===== config.mk =====
export PLATFORM = sky130hd
export DESIGN_NAME = bdmm_ram
export DESIGN_NICKNAME = d
export VERILOG_FILES = /design/src/design/bdmm_ram.sv
export SDC_FILE = /design/constraint.sdc
export NUM_CORES = 2
export LEC_CHECK = 0
export BUFFER_PORTS_ARGS = -buffer_cell sky130_fd_sc_hd__buf_2
export CELL_PAD_IN_SITES_DETAIL_PLACEMENT = 0
export CELL_PAD_IN_SITES_GLOBAL_PLACEMENT = 1
export CORE_ASPECT_RATIO = 2
export CORE_MARGIN = 5
export CORE_UTILIZATION = 56
export CTS_CLUSTER_DIAMETER = 200
export CTS_CLUSTER_SIZE = 40
export DETAILED_ROUTE_END_ITERATION = 8
export GPL_ROUTABILITY_DRIVEN = 0
export GPL_TIMING_DRIVEN = 0
export PLACE_DENSITY = 0.78
export SLEW_MARGIN = 10
export SYNTH_ARGS = -nofsm -noshare
export SYNTH_HDL_FRONTEND = slang
export SYNTH_SLANG_ARGS = --single-unit

===== constraint.sdc =====
create_clock -name clk -period 7.79 [get_ports clk]
set_clock_uncertainty 0.05 [all_clocks]
set_input_delay 0.3895 -clock clk [delete_from_list [all_inputs] [get_ports clk]]
set_output_delay 0.3895 -clock clk [all_outputs]
set_load 0.05 [all_outputs]

===== src/design/bdmm_ram.sv =====
// ----------------------------------------------------------------------------
// bdmm_ram
// Generic single-write, single-read RAM with registered read data.
// ----------------------------------------------------------------------------
module bdmm_ram #(
  parameter int WIDTH = 32,
  parameter int DEPTH = 64
) (
  input  logic                                       clk,
  input  logic                                       we,
  input  logic [((DEPTH > 1) ? $clog2(DEPTH) : 1)-1:0] waddr,
  input  logic [WIDTH-1:0]                           wdata,
  input  logic [((DEPTH > 1) ? $clog2(DEPTH) : 1)-1:0] raddr,
  output logic [WIDTH-1:0]                           rdata
);

  logic [WIDTH-1:0] mem [DEPTH];

  always_ff @(posedge clk) begin
    if (we) begin
      mem[waddr] <= wdata;
    end
    rdata <= mem[raddr];
  end

endmodule


==> out/qor.yml <==
run_status:
  run_status: "complete, no violations"
power_and_ir_drop:
  total_power_mw: 18.4
  seq_power_share_pct: 67.6
  power.internal_mw: 14.3
  pwr_density_cell_nw_per_um2: 215
  p_leak_nw: 25.8
  power_frac_comb_pct: 7.7
  clockPowerShare_pct: 24.7
  vdd_drop_max_mv: 0.190
  power_switching_share_pct: 22.2
  switching_power_mw: 4.08
logic_synthesis:
  synth_nets: 3370
  synth-async-reset-ratio_pct: 0
  synth_area_um2: 78500
  yosysWarnings: 0
  synth.distinct_cells: 34
  synth.yosys.seq_area_share_pct: 79.1
  synth_area_leaders: "edfxtp_1 (78%), mux4_2 (16%), mux2i_1 (1.2%)"
  synth_edf_count: 2048
  syn_avg_cell_area_um2: 23.6
  yosysTopAreaCellShare_pct: 78.3
  yosys_most_used_dff: "edfxtp_1"
  synth_seq_cells: 2080
  synth_area_leader_cell: "edfxtp_1"
  synthesis.instances: 3324
  yosysMostFrequentCell: "edfxtp_1"
  yosys-top-cells-count: "edfxtp_1 (2048), mux4_2 (544), nor2_1 (137)"
routing:
  drc: 0
  drtPass1Iterations: 8
  ant_nets: 0
  drt_iter0_markers: 5930
  vias_per_cell: 6.98
  drt-total-wl_um: 231000
  vias: 38200
  wl_per_cell_um: 42.3
clock_network:
  clockBufferDepth: 3
  clock_tree.root_cell: "clkbuf_16"
  cts_setup_buffers: 0
  path_clk_slew_ns: 0.14
  holdBufCountCts: 0
  tritoncts: "yes"
  cts_resized: 0
  cts.sinks: 2080
  worstSkewPairLatency_ns: 0.76
  cts-buffers-inserted: 57
  htreeDepth: 2
floorplan:
  dieArea_um2: 148000
  fp.coreArea_um2: 140000
  start_util_pct: 56.3
  pin_count: 78
  fp-row-count: 194
  die_h_um: 540
  die_x_um: 275
grt:
  grt_max_degree: 65
  grt_overflow_total: 0
  grt_pass1_vias: 37500
  track_usage_pct: 31.3
  grt_pass1_wl_um: 311000
  antenna_found_initial: 14
final_layout:
  drive_gt1_share_pct: 26.0
  fill_cells: 9350
  area_growth_pct: 8.87
  finalNetCount: 3595
  final_cells: 5470
setup_path:
  cp_slowest_cell: "buf_1"
  path_cells: "buf_2, buf_2, buf_2, buf_1, nand3b_1, o221ai_1, a21oi_1, a21oi_1, nor2_1"
  cpMostUsedCell: "buf_2"
  cp.required_ns: 8.32
  slowest_delay_ns: 0.97
  critPathCaptureType: "flop"
  cp_max_fo: 10
  critPathLaunchType: "input pin"
  crit_arrival_ns: 4.68
  crit_type: "input pin to flop"
placed_design:
  dp.cells: 5350
  port_buffers: 69
  hpwl_um: 157000
run:
  drv_cap: 0
worst_hold_path:
  hold_path.class: "input pin to flop"
sta:
  finalSetupViolCount: 0
  fin_crit_ns: 4.15
  worst_pin_slew_ns: 1.40
  rsz0062_at_grt: "false"
  setup_tns_ns: 0
  fin_hold_ws_ns: 0.126
  hold_viol: 0
  max-slew-margin-rel_pct: 6.68
  finalCritPeriodShare_pct: 53.3
  drv_slew: 0
  max_freq_ghz: 0.241
==> cell usage in the layout, fill, tap and decap left out, types with 8 or more instances in the layout <==
cell type and count:
mux4_2 544, clkbuf_2 8, buf_1 20, buf_2 110, clkbuf_16 59, clkbuf_1 114
mux2i_1 93, a311oi_1 8, dfxtp_1 32, edfxtp_1 2048, buf_6 10, nor2_4 62
o22ai_1 84, a21oi_1 62, nor2b_1 15, a22oi_1 12, nand2b_1 8, buf_12 53
nand2_1 26, diode_2 10, buf_16 33, nor2_1 75, buf_4 48, o221ai_1 27
==> state kept, by name (all words and copies together), names as in the netlist <==
register  cells
rdata        32
mem        2048
==> through the flow <==
step,utilization [%],instance area [um^2],setup slack [ns]
floorplan,-,78500,4.19
global placement,58.2,81200,0.947
detailed placement,60.0,83700,3.14
CTS,61.2,85400,3.91
global route,61.2,85500,3.70
finish,61.2,85500,3.64
==> worst paths after layout <==
kind | startpoint | slack, ns | cells past startpoint | to
hold reg to reg | mem[28][17] | 0.78 | 4 | rdata[17]
setup / recovery | raddr[1] | 3.64 | 9 | rdata[6]
setup reg to reg | mem[31][18] | 5.17 | 4 | rdata[18]
hold / removal | wdata[16] | 0.13 | 1 | mem[58][16]
==> logic make-up after synthesis <==
group                  count (synthesis)  share of synthesized area (%)
buffers and inverters                182                           1.13
AO/OA/AOI/OAI                        202                           1.67
flip-flops                          2080                           79.1
multiplexers                         637                           16.8
AND/OR/NAND/NOR                      223                           1.27
==> final cells by class <==
type	instances	area [um^2]	area share, %
repair buffers	166	2460	2.88
clock inverters	1	8.76	0.0102
well taps	1862	2330	2.73
clock buffers	107	1660	1.94
diodes	10	25.0	0.0293
flip-flops and latches	2080	62100	72.7
multi-input cells	1062	16000	18.7
plain buffers	182	897	1.05
==> worst max-delay path: cells and delay by family <==
kind / cells / cell delay [ns]
buf+inv: 4 / 2.14
compound gates: 3 / 1.23
simple gates: 2 / 0.89
==> metal layers <==
metal	track usage, %	share of wire, %	up-vias
met1	36.9	30	20200
met3	4.87	9.6	683
met4	22.5	10	6
met5	0	0.013	-
li1	-	-	14600
met2	52.3	50	2723
==> power groups by stage <==
stage | registers (mW) | logic (mW) | clock network (mW)
after global placement | 12.7 | 1.34 | 0
after CTS | 12.4 | 1.39 | 4.54
after floorplan | 12.7 | 0.603 | 0
after detailed placement | 12.7 | 1.39 | 0
final | 12.4 | 1.41 | 4.54
after global routing | 12.4 | 1.43 | 4.94
Power figures use the tool's default switching activity.
