### src/design/bdmm_pkg.sv
// ----------------------------------------------------------------------------
// bdmm_pkg
// Shared types, codes and defaults of the block-diagonal matrix multiplier.
// ----------------------------------------------------------------------------
package bdmm_pkg;

  localparam int DEF_MAX_OUT    = 8;
  localparam int DEF_MAX_IN     = 8;
  localparam int DEF_MAX_BLOCKS = 256;
  localparam int DEF_MAX_YCOLS  = 256;

  localparam int VAL_W   = 32;
  localparam int ACC_W   = 64;
  localparam int ROW_W   = 11;
  localparam int COL_W   = 8;
  localparam int CFG_W   = 9;
  localparam int CFG_IDX_W = 2;

  localparam logic OP_LOAD  = 1'b0;
  localparam logic OP_DATA  = 1'b1;

  typedef enum logic [CFG_IDX_W-1:0] {
    REG_ROWS_OUT   = 2'd0,
    REG_COLS_IN    = 2'd1,
    REG_NUM_BLOCKS = 2'd2,
    REG_Y_COLS     = 2'd3
  } reg_idx_t;

  typedef struct packed {
    logic                    operation;
    logic [2:0]              entry_row;
    logic [2:0]              entry_col;
    logic signed [VAL_W-1:0] value;
  } in_item_t;

  typedef struct packed {
    logic [ROW_W-1:0]        out_row;
    logic [COL_W-1:0]        out_col;
    logic signed [VAL_W-1:0] out_value;
    logic                    last;
  } out_item_t;

  // control that travels with one multiply-accumulate step
  typedef struct packed {
    logic valid;
    logic live;
  } mac_ctl_t;

  typedef enum logic [2:0] {
    ST_CLEAR,
    ST_IDLE,
    ST_MAC,
    ST_DRAIN,
    ST_EMIT,
    ST_EMIT_LOAD
  } state_t;

endpackage

### src/design/bdmm_out.sv
// ----------------------------------------------------------------------------
// bdmm_out
// Result register: scales an accumulator to Q16.16 with saturation and
// holds the item until the consumer takes it.
// ----------------------------------------------------------------------------
module bdmm_out (
  input  logic                                 clk,
  input  logic                                 rst,
  input  logic                                 load,
  input  logic [bdmm_pkg::ROW_W-1:0]           row,
  input  logic [bdmm_pkg::COL_W-1:0]           col,
  input  logic signed [bdmm_pkg::ACC_W-1:0]    acc,
  input  logic                                 live,
  input  logic                                 last,
  input  logic                                 result_ready,
  output logic                                 result_valid,
  output bdmm_pkg::out_item_t                  result
);

  logic signed [bdmm_pkg::ACC_W-1:0] a;
  logic signed [bdmm_pkg::VAL_W-1:0] q;

  always_comb begin
    a = live ? acc : '0;
    // in range when bits 63..47 all match the sign
    if (!a[63] && (|a[62:47])) begin
      q = {1'b0, {(bdmm_pkg::VAL_W-1){1'b1}}};
    end else if (a[63] && !(&a[62:47])) begin
      q = {1'b1, {(bdmm_pkg::VAL_W-1){1'b0}}};
    end else begin
      q = a[47:16];
    end
  end

  always_ff @(posedge clk) begin
    if (rst) begin
      result_valid <= 1'b0;
    end else if (load) begin
      result_valid <= 1'b1;
    end else if (result_ready) begin
      result_valid <= 1'b0;
    end
  end

  always_ff @(posedge clk) begin
    if (load) begin
      result.out_row   <= row;
      result.out_col   <= col;
      result.out_value <= q;
      result.last      <= last;
    end
  end

endmodule

### config.mk
export PLATFORM = sky130hd
export DESIGN_NAME = bdmm_out
export DESIGN_NICKNAME = d
export VERILOG_FILES = /design/src/design/bdmm_pkg.sv /design/src/design/bdmm_out.sv
export SDC_FILE = /design/constraint.sdc
export NUM_CORES = 1
export LEC_CHECK = 0
export BUFFER_PORTS_ARGS = -buffer_cell sky130_fd_sc_hd__buf_2
export CORE_UTILIZATION = 41
export DETAILED_ROUTE_END_ITERATION = 8
export PLACE_DENSITY = 0.8
export SYNTH_ARGS = -nofsm -noshare
export SYNTH_HDL_FRONTEND = slang
export SYNTH_SLANG_ARGS = --single-unit
### constraint.sdc
create_clock -name clk -period 1.5 [get_ports clk]
set_input_delay 0.3 -clock clk [delete_from_list [all_inputs] [get_ports clk]]
set_output_delay 0.3 -clock clk [all_outputs]
set_load 0.005 [all_outputs]
==> metrics <==
CTS Root Buffer Type=clkbuf_8; Slew HR=77.29%; crit path time final=1.300 ns; CORE AREA=4755 um2; Sink Count=53; skew final=0 ns; initial core utilization=42.63%; Setup WS post-layout=0.1997 ns; share of layout cells above drive strength 1=53.14%; sequential fraction of design power=60.1%; total chip power=2.987 mW; TritonCTS clock tree=built; final setup vio count=0; port bufs=125; cts-stage hold buffer count=0; Die H=72.31 um; Seq. cell area=1582 um2; Crit Path Max Fanout=10; largest net degree at the start of global routing=54; Critical Path AT=1.34 ns; Non-Filler Instances=338; Hold Crit Depth=2; Die Span X=72.31 um; Cell Area, Synth=2027 um2; global placement routability congestion=0.7263; Initial DRC Count=70; layout filler cell count=406; pwr/cell area=1047 nW/um2; post_cts resized=0; die area=5229 um2; Ports=142; status=finished, final reports clean; worst r2r path cells=2; Cell Area, Placed=2759 um2; unrepaired setup endpoints after global routing=no; P_leak=1.241 nW; # diodes=0; VDD IR-drop max=392.4 uV; largest area contributor in the netlist=edfxtp_1; Power Internal=2.339 mW; top cells by area, synth=edfxtp_1, o21ai_1, nand2_1; Cells after DPL=330; Setup Total Neg Slack=0 ns; Total Routing Usage GR=16.47%; Multi-input gate area=379.1 um2; flop2flop setup slack=0.92 ns; Final Hold Fails=0; clock latency on the worst-skew pair=0.29 ns; switching pwr=0.6488 mW; vias in the first global route=1428; combinational power share=12.9%; CP Capture Type=flop; H-tree levels=2; critical path's largest stage delay=0.35 ns; Startpoint Class=input pin; fin crit share=86.69%; Remaining DRCs=0; Sw Ratio=21.72%; vias post-DR=1586; achievable frequency=0.7690 GHz; Post-Syn Nets=229; Final ANT Viol Nets=0; count of unique library cells instantiated by Yosys=18; critical path cell sequence=buf_2, nor4_1, a41o_1, buf_4, o21ai_1; CP required=1.54 ns; Max Slew Vio Count=0; worst-margin pin slew=0.3375 ns; Avg Vias per Cell=4.692; Routed WL=4286 um; Hold WS=0.1566 ns; flop and latch count out of synthesis=53; DP Worst Slack=-0.1349 ns; Crit-path slowest cell=nor4_1; clock buffer depth=2; Clk pwr share=27.0%; Wirelength per Cell=12.68 um; Syn-to-layout area delta=40.74%; Num CTS Buffers=5; post-CTS setup buffers=0; initial antenna violation count=0; Avg Cell Area, Syn=14.48 um2; Rows=25; Nets=359; first-pass GRT wire length=6472 um; Min-Delay Path Class=input pin to flop; Remaining Overflow, GRT=0; clock-pin slew on the worst setup and hold paths=0.09 ns; Synth warnings=0; Final Instance Area=2853 um2; Max-cap violations=0; DP Wirelength=3124 um; Mapped Cells=140; share of the synthesized area in the top cell type=77.04%; register area share after synthesis=78.02%; final core utilization=60.00%; number of detailed-route iterations in the first pass=4; WS Path Type=input pin to flop
## cells in the final DEF (no fill, tap or decap), drive strengths merged
master	Yosys	final
clkbuf	5	7
nor2	1	1
and2	1	1
edfxtp	52	52
nand2b	1	1
clkinvlp	0	1
dfxtp	1	1
nor4	4	4
a21oi	1	1
o41a	1	1
inv	1	1
a41o	1	1
buf	5	133
nand2	31	31
nand4	4	4
o21ai	31	31
## flip-flops by register name, summed over array words and instances (netlist names)
signal        flops
result           52
result_valid      1
## Yosys cell counts (all sizes together)
cell type	number
edfxtp	52
a41o	1
dfxtp	1
clkbuf	5
nand2	31
inv	1
nor4	4
buf	5
o41a	1
a21oi	1
o21ai	31
nor2	1
and2	1
nand2b	1
nand4	4
## power by group through the flow
stage          registers, mW  logic, mW  clock network [mW]
6_report                1.80      0.385               0.807
5_1_grt                 1.81      0.431               0.868
4_1_cts                 1.80      0.393               0.830
3_5_place_dp            1.83      0.392                   0
3_3_place_gp            1.82      0.378                   0
2_1_floorplan           1.85     0.0950                   0
## routing by layer
metal	part of all wire, %	track usage [%]	vias up
met1	39	18.52	724
li1	-	-	779
met5	0	0	-
met3	7.8	4.722	4
met4	0.89	5.664	0
met2	52	29.80	79
## layout make-up
type	instances	area share (%)
Clock buffer	7	3.026
Inverter	1	0.1316
Timing Repair Buffer	133	24.91
Multi-Input combinational cell	76	13.29
Tap cell	67	2.939
Clock inverter	1	0.2632
Sequential cell	53	55.44
## final timing paths
path,from,to
max,acc[55],result[29]
min,rst,result_valid
max reg2reg,result_valid,result_valid
min reg2reg,result_valid,result_valid
## logic make-up (layout without fill, tap and decap cells)
group,after synthesis,count (layout),share of synthesized area [%]
DFF,53,53,78.02
and+or+nand+nor,42,42,9.012
buffers and inverters,11,142,3.271
AOI/OAI and AO/OA,34,34,9.690
## critical path, delay by kind of cell
kind            cells  cell delay [ns]
simple gates        1             0.35
compound gates      2             0.39
buf+inv             2             0.29
(Power assumes the default switching activity.)
