File: src/design/bdmm_pkg.sv
// ----------------------------------------------------------------------------
// bdmm_pkg
// Shared types, codes and defaults of the block-diagonal matrix multiplier.
// ----------------------------------------------------------------------------
package bdmm_pkg;

  localparam int DEF_MAX_OUT    = 8;
  localparam int DEF_MAX_IN     = 8;
  localparam int DEF_MAX_BLOCKS = 256;
  localparam int DEF_MAX_YCOLS  = 256;

  localparam int VAL_W   = 32;
  localparam int ACC_W   = 64;
  localparam int ROW_W   = 11;
  localparam int COL_W   = 8;
  localparam int CFG_W   = 9;
  localparam int CFG_IDX_W = 2;

  localparam logic OP_LOAD  = 1'b0;
  localparam logic OP_DATA  = 1'b1;

  typedef enum logic [CFG_IDX_W-1:0] {
    REG_ROWS_OUT   = 2'd0,
    REG_COLS_IN    = 2'd1,
    REG_NUM_BLOCKS = 2'd2,
    REG_Y_COLS     = 2'd3
  } reg_idx_t;

  typedef struct packed {
    logic                    operation;
    logic [2:0]              entry_row;
    logic [2:0]              entry_col;
    logic signed [VAL_W-1:0] value;
  } in_item_t;

  typedef struct packed {
    logic [ROW_W-1:0]        out_row;
    logic [COL_W-1:0]        out_col;
    logic signed [VAL_W-1:0] out_value;
    logic                    last;
  } out_item_t;

  // control that travels with one multiply-accumulate step
  typedef struct packed {
    logic valid;
    logic live;
  } mac_ctl_t;

  typedef enum logic [2:0] {
    ST_CLEAR,
    ST_IDLE,
    ST_MAC,
    ST_DRAIN,
    ST_EMIT,
    ST_EMIT_LOAD
  } state_t;

endpackage

File: src/design/bdmm_mac.sv
// ----------------------------------------------------------------------------
// bdmm_mac
// Shared multiply-accumulate unit: registered 32x32 product, then a
// saturating 64-bit add into the accumulator value read from the store.
// ----------------------------------------------------------------------------
module bdmm_mac #(
  parameter int ADDR_W = 3
) (
  input  logic                               clk,
  input  logic                               rst,
  input  bdmm_pkg::mac_ctl_t                 ctl,
  input  logic [ADDR_W-1:0]                  addr,
  input  logic signed [bdmm_pkg::VAL_W-1:0]  x,
  input  logic signed [bdmm_pkg::VAL_W-1:0]  y,
  input  logic signed [bdmm_pkg::ACC_W-1:0]  acc_in,
  output logic                               wr_valid,
  output logic [ADDR_W-1:0]                  wr_addr,
  output logic signed [bdmm_pkg::ACC_W-1:0]  wr_data
);

  logic signed [bdmm_pkg::ACC_W-1:0] prod;
  logic signed [bdmm_pkg::ACC_W-1:0] acc;
  logic                              valid;
  logic [bdmm_pkg::ACC_W:0]          sum;

  always_ff @(posedge clk) begin
    if (rst) begin
      valid <= 1'b0;
    end else begin
      valid <= ctl.valid;
    end
  end

  always_ff @(posedge clk) begin
    prod    <= x * y;
    // an accumulator not written since the last clear reads as zero
    acc     <= ctl.live ? acc_in : '0;
    wr_addr <= addr;
  end

  always_comb begin
    sum = {acc[bdmm_pkg::ACC_W-1], acc} + {prod[bdmm_pkg::ACC_W-1], prod};
    if (sum[bdmm_pkg::ACC_W] != sum[bdmm_pkg::ACC_W-1]) begin
      // clamp on overflow, direction from the true sign
      wr_data = sum[bdmm_pkg::ACC_W] ? {1'b1, {(bdmm_pkg::ACC_W-1){1'b0}}}
                                     : {1'b0, {(bdmm_pkg::ACC_W-1){1'b1}}};
    end else begin
      wr_data = sum[bdmm_pkg::ACC_W-1:0];
    end
  end

  assign wr_valid = valid;

endmodule

File: config.mk
export PLATFORM = sky130hd
export DESIGN_NAME = bdmm_mac
export DESIGN_NICKNAME = d
export VERILOG_FILES = /design/src/design/bdmm_pkg.sv /design/src/design/bdmm_mac.sv
export SDC_FILE = /design/constraint.sdc
export NUM_CORES = 2
export LEC_CHECK = 0
export BUFFER_PORTS_ARGS = -buffer_cell sky130_fd_sc_hd__buf_2
export CAP_MARGIN = 20
export CORE_MARGIN = 2
export CORE_UTILIZATION = 50
export DETAILED_ROUTE_END_ITERATION = 10
export GPL_ROUTABILITY_DRIVEN = 0
export HOLD_SLACK_MARGIN = 0.15
export MAX_ROUTING_LAYER = met4
export PLACE_DENSITY = 0.71
export SKIP_CTS_REPAIR_TIMING = 1
export SLEW_MARGIN = 5
export SYNTH_ARGS = -nofsm -noshare
export SYNTH_HDL_FRONTEND = slang
export SYNTH_SLANG_ARGS = --single-unit
File: constraint.sdc
create_clock -name clk -period 8.7 [get_ports clk]
set_input_delay 1.305 -clock clk [delete_from_list [all_inputs] [get_ports clk]]
set_output_delay 1.305 -clock clk [all_outputs]
set_load 0.01 [all_outputs]
==> summary.txt <==
Status
  • Run status: finished, final reports clean

Clocking
  • Clk Tree Root Cell: sky130_fd_sc_hd__clkbuf_16
  • H-Tree Depth: 4
  • Clock Pin Slew Worst Setup and Hold Paths: 60 ps
  • TritonCTS Buffers: 17
  • CTS tree: yes
  • Sinks on the clock net: 132
  • Clock tree buffer depth: 2

STA
  • Slew at the pin closest to its max-slew limit: 1003 ps
  • Highest attainable clock frequency: 119.7 MHz
  • Setup TNS: 0 ps
  • Final worst slack: 343.9 ps
  • Final period demand of the worst path: about 8400 ps
  • Number of hold-slack violations in the final timing report: 0
  • Headroom to the max-slew limit: 33.15%
  • Max-slew violations: 0
  • Number of setup violations in the final report: 0
  • Final clock period utilization by the worst path: between 90% and 100%
  • RSZ-0062 raised after global routing: false

GRT
  • Wire length of the first global-routing pass: 188.8 mm
  • Total global routing track utilization: 27.28%
  • Largest net degree at the start of global routing: 65
  • Vias in the first global route: roughly 37000
  • Global-route congestion overflow total: 0
  • Initial antenna violation count: 6

Yosys
  • Area share of xor/xnor cells in the synthesized design: approximately 2.5%
  • Fraction of the mapped netlist area in compound gates: under 10%
  • Arithmetic-cell share of the synthesized area counting full adders, half adders and majority gates: 56.93%
  • Area of the mapped netlist: 43690 µm²
  • Total number of yosys warnings: 0
  • Commonest cells in the synthesized netlist: 1083 x sky130_fd_sc_hd__fa_1, 1044 x sky130_fd_sc_hd__inv_1, 585 x sky130_fd_sc_hd__nand2_1
  • Largest family of logic cells by synthesized area: adder cells
  • Library cell occupying the most area in the post-synthesis netlist: sky130_fd_sc_hd__fa_1
  • Mean instance size in the synthesized netlist: ~9.2 µm²
  • Mux contribution to synthesized area: 0.02291%
  • Flops & latches, synth: 132
  • Prevailing post-synth register cell: sky130_fd_sc_hd__dfxtp_1
  • Synth async-reset ratio: 0%
  • Cells after Synth: 4757
  • Cell with the most instances after synthesis: sky130_fd_sc_hd__fa_1
  • Post-synthesis share of cell area spent on and, or, nand and nor gates: 16.11%
  • Sequential-to-total area share from yosys stat: between 6 and 7%
  • Post-synth cell types: slightly below 80
  • Dominant cells by area after synthesis: sky130_fd_sc_hd__fa_1 50%, sky130_fd_sc_hd__inv_1 9.0%, sky130_fd_sc_hd__and2_1 8.1%
  • Number of enable flip-flop cells after synthesis: 0
  • Synthesized net count: between 6000 and 7000
  • Share of the synthesized area in the top cell type: 49.62%

Floorplan
  • Boundary Pins: 203
  • X dimension of the die: 299.6 µm
  • Effective utilization at floorplan: 50.44%
  • Vertical die dimension: around 300 µm
  • Standard-cell rows: 108
  • Placeable core region: 86620 µm²
  • Total Die Area: 89760 µm²

Finish
  • Synth-to-layout area growth: 10.35%
  • Nets@finish: approximately 6500
  • Share of final-layout standard cells stronger than drive strength 1: between 10% and 20%

Critical path
  • Worst Path Required: 9020 ps
  • Cell class contributing the biggest share of worst-path delay: adder cells
  • Data arrival time of the critical path: 8670 ps
  • Type of element launching the critical path: input port
  • Total buffers and inverters traversed by the critical path: 9
  • Endpoint kind of the worst setup timing path: flop
  • Slowest cell on the critical path: sky130_fd_sc_hd__fa_1
  • Worst-path maximum fanout: 11
  • CP max stage delay: 550 ps
  • Most common cell type on the critical path: sky130_fd_sc_hd__fa_1
  • Setup CP Type: in -> reg

Run
  • MaxCap Viol Count: 0

Detailed routing
  • Drt first-iter violations: 1886
  • Number of detailed-routing iterations run before antenna repair: 5
  • Via/cell ratio: 5.255
  • Routed wire length: 112.0 mm
  • DRC Markers: 0
  • Number of routed nets with antenna violations: 0
  • Vias after detailed routing: 32557
  • Average wire per standard cell: 18.07 µm

Placement
  • Placement-stage worst setup slack: -338.9 ps
  • Placed wire-length estimate: 98.83 mm
  • Number of buffer cells added on primary ports: 202

Hold path
  • Type of the most critical hold path: in -> reg
registers in the layout, indices dropped and copies added (netlist names):
name,count
prod,64
wr_valid,1
wr_addr,3
acc,64
metrics by stage:
stage / instances / cell area (µm²) / hold slack, ps / utilization [%]
after global routing: 6196 / 48210 / 950.4 / 55.66
after global placement: 6159 / 47570 / 1407 / 54.92
final: 6196 / 48210 / 967.4 / 55.66
after detailed placement: 6159 / 47570 / 1409 / 54.92
after CTS: 6191 / 48160 / 950.3 / 55.60
after floorplan: 4757 / 43690 / 1333 / -
path summary, 6_finish.rpt:
path              startpoint    endpoint  cells past startpoint
setup / recovery        y[2]    prod[60]                     29
hold / removal       addr[2]  wr_addr[2]                      1
cell families (layout without fill, tap and decap cells):
family	Yosys count	count (layout)
AO/OA/AOI/OAI	459	459
XOR/XNOR	126	126
adder cells (fa/ha/maj)	1339	1339
buffers and inverters	1298	1577
flip-flops	132	132
multiplexers	1	1
other	0	5
AND/OR/NAND/NOR	1402	1402
final cells by class:
cell class                      count  area [µm²]
Fill cell                        7709       38410
Multi-Input combinational cell   3327       36120
Inverter                         1044        3919
Timing Repair Buffer              501        3475
Sequential cell                   132        2643
Tap cell                         1155        1445
Clock buffer                       18       429.2
Clock inverter                     14       167.7
Antenna cell                        5       12.51
cell usage in the layout, fill, tap and decap left out, types with 88 or more instances in the layout:
cell                      synthesis  layout
sky130_fd_sc_hd__ha_1           248     248
sky130_fd_sc_hd__nor2_1         108     107
sky130_fd_sc_hd__nand2_1        585     585
sky130_fd_sc_hd__xnor2_1         88      88
sky130_fd_sc_hd__a21oi_1        140     138
sky130_fd_sc_hd__dfxtp_1        132     132
sky130_fd_sc_hd__fa_1          1083    1081
sky130_fd_sc_hd__and2_1         565     565
sky130_fd_sc_hd__buf_4            3     282
sky130_fd_sc_hd__buf_2           11     201
sky130_fd_sc_hd__inv_1         1044    1044
per-layer routing:
metal	vias to the layer above	share of wire, %	track usage [%]
met5	-	0	-
met4	0	4.6	10.74
met3	282	4.5	2.646
met2	914	53	48.79
met1	16749	38	31.55
li1	14612	-	-
Power is left out: the tool's default activity adds up to more than one toggle a clock period on the data nets, which glitch-free logic cannot reach.
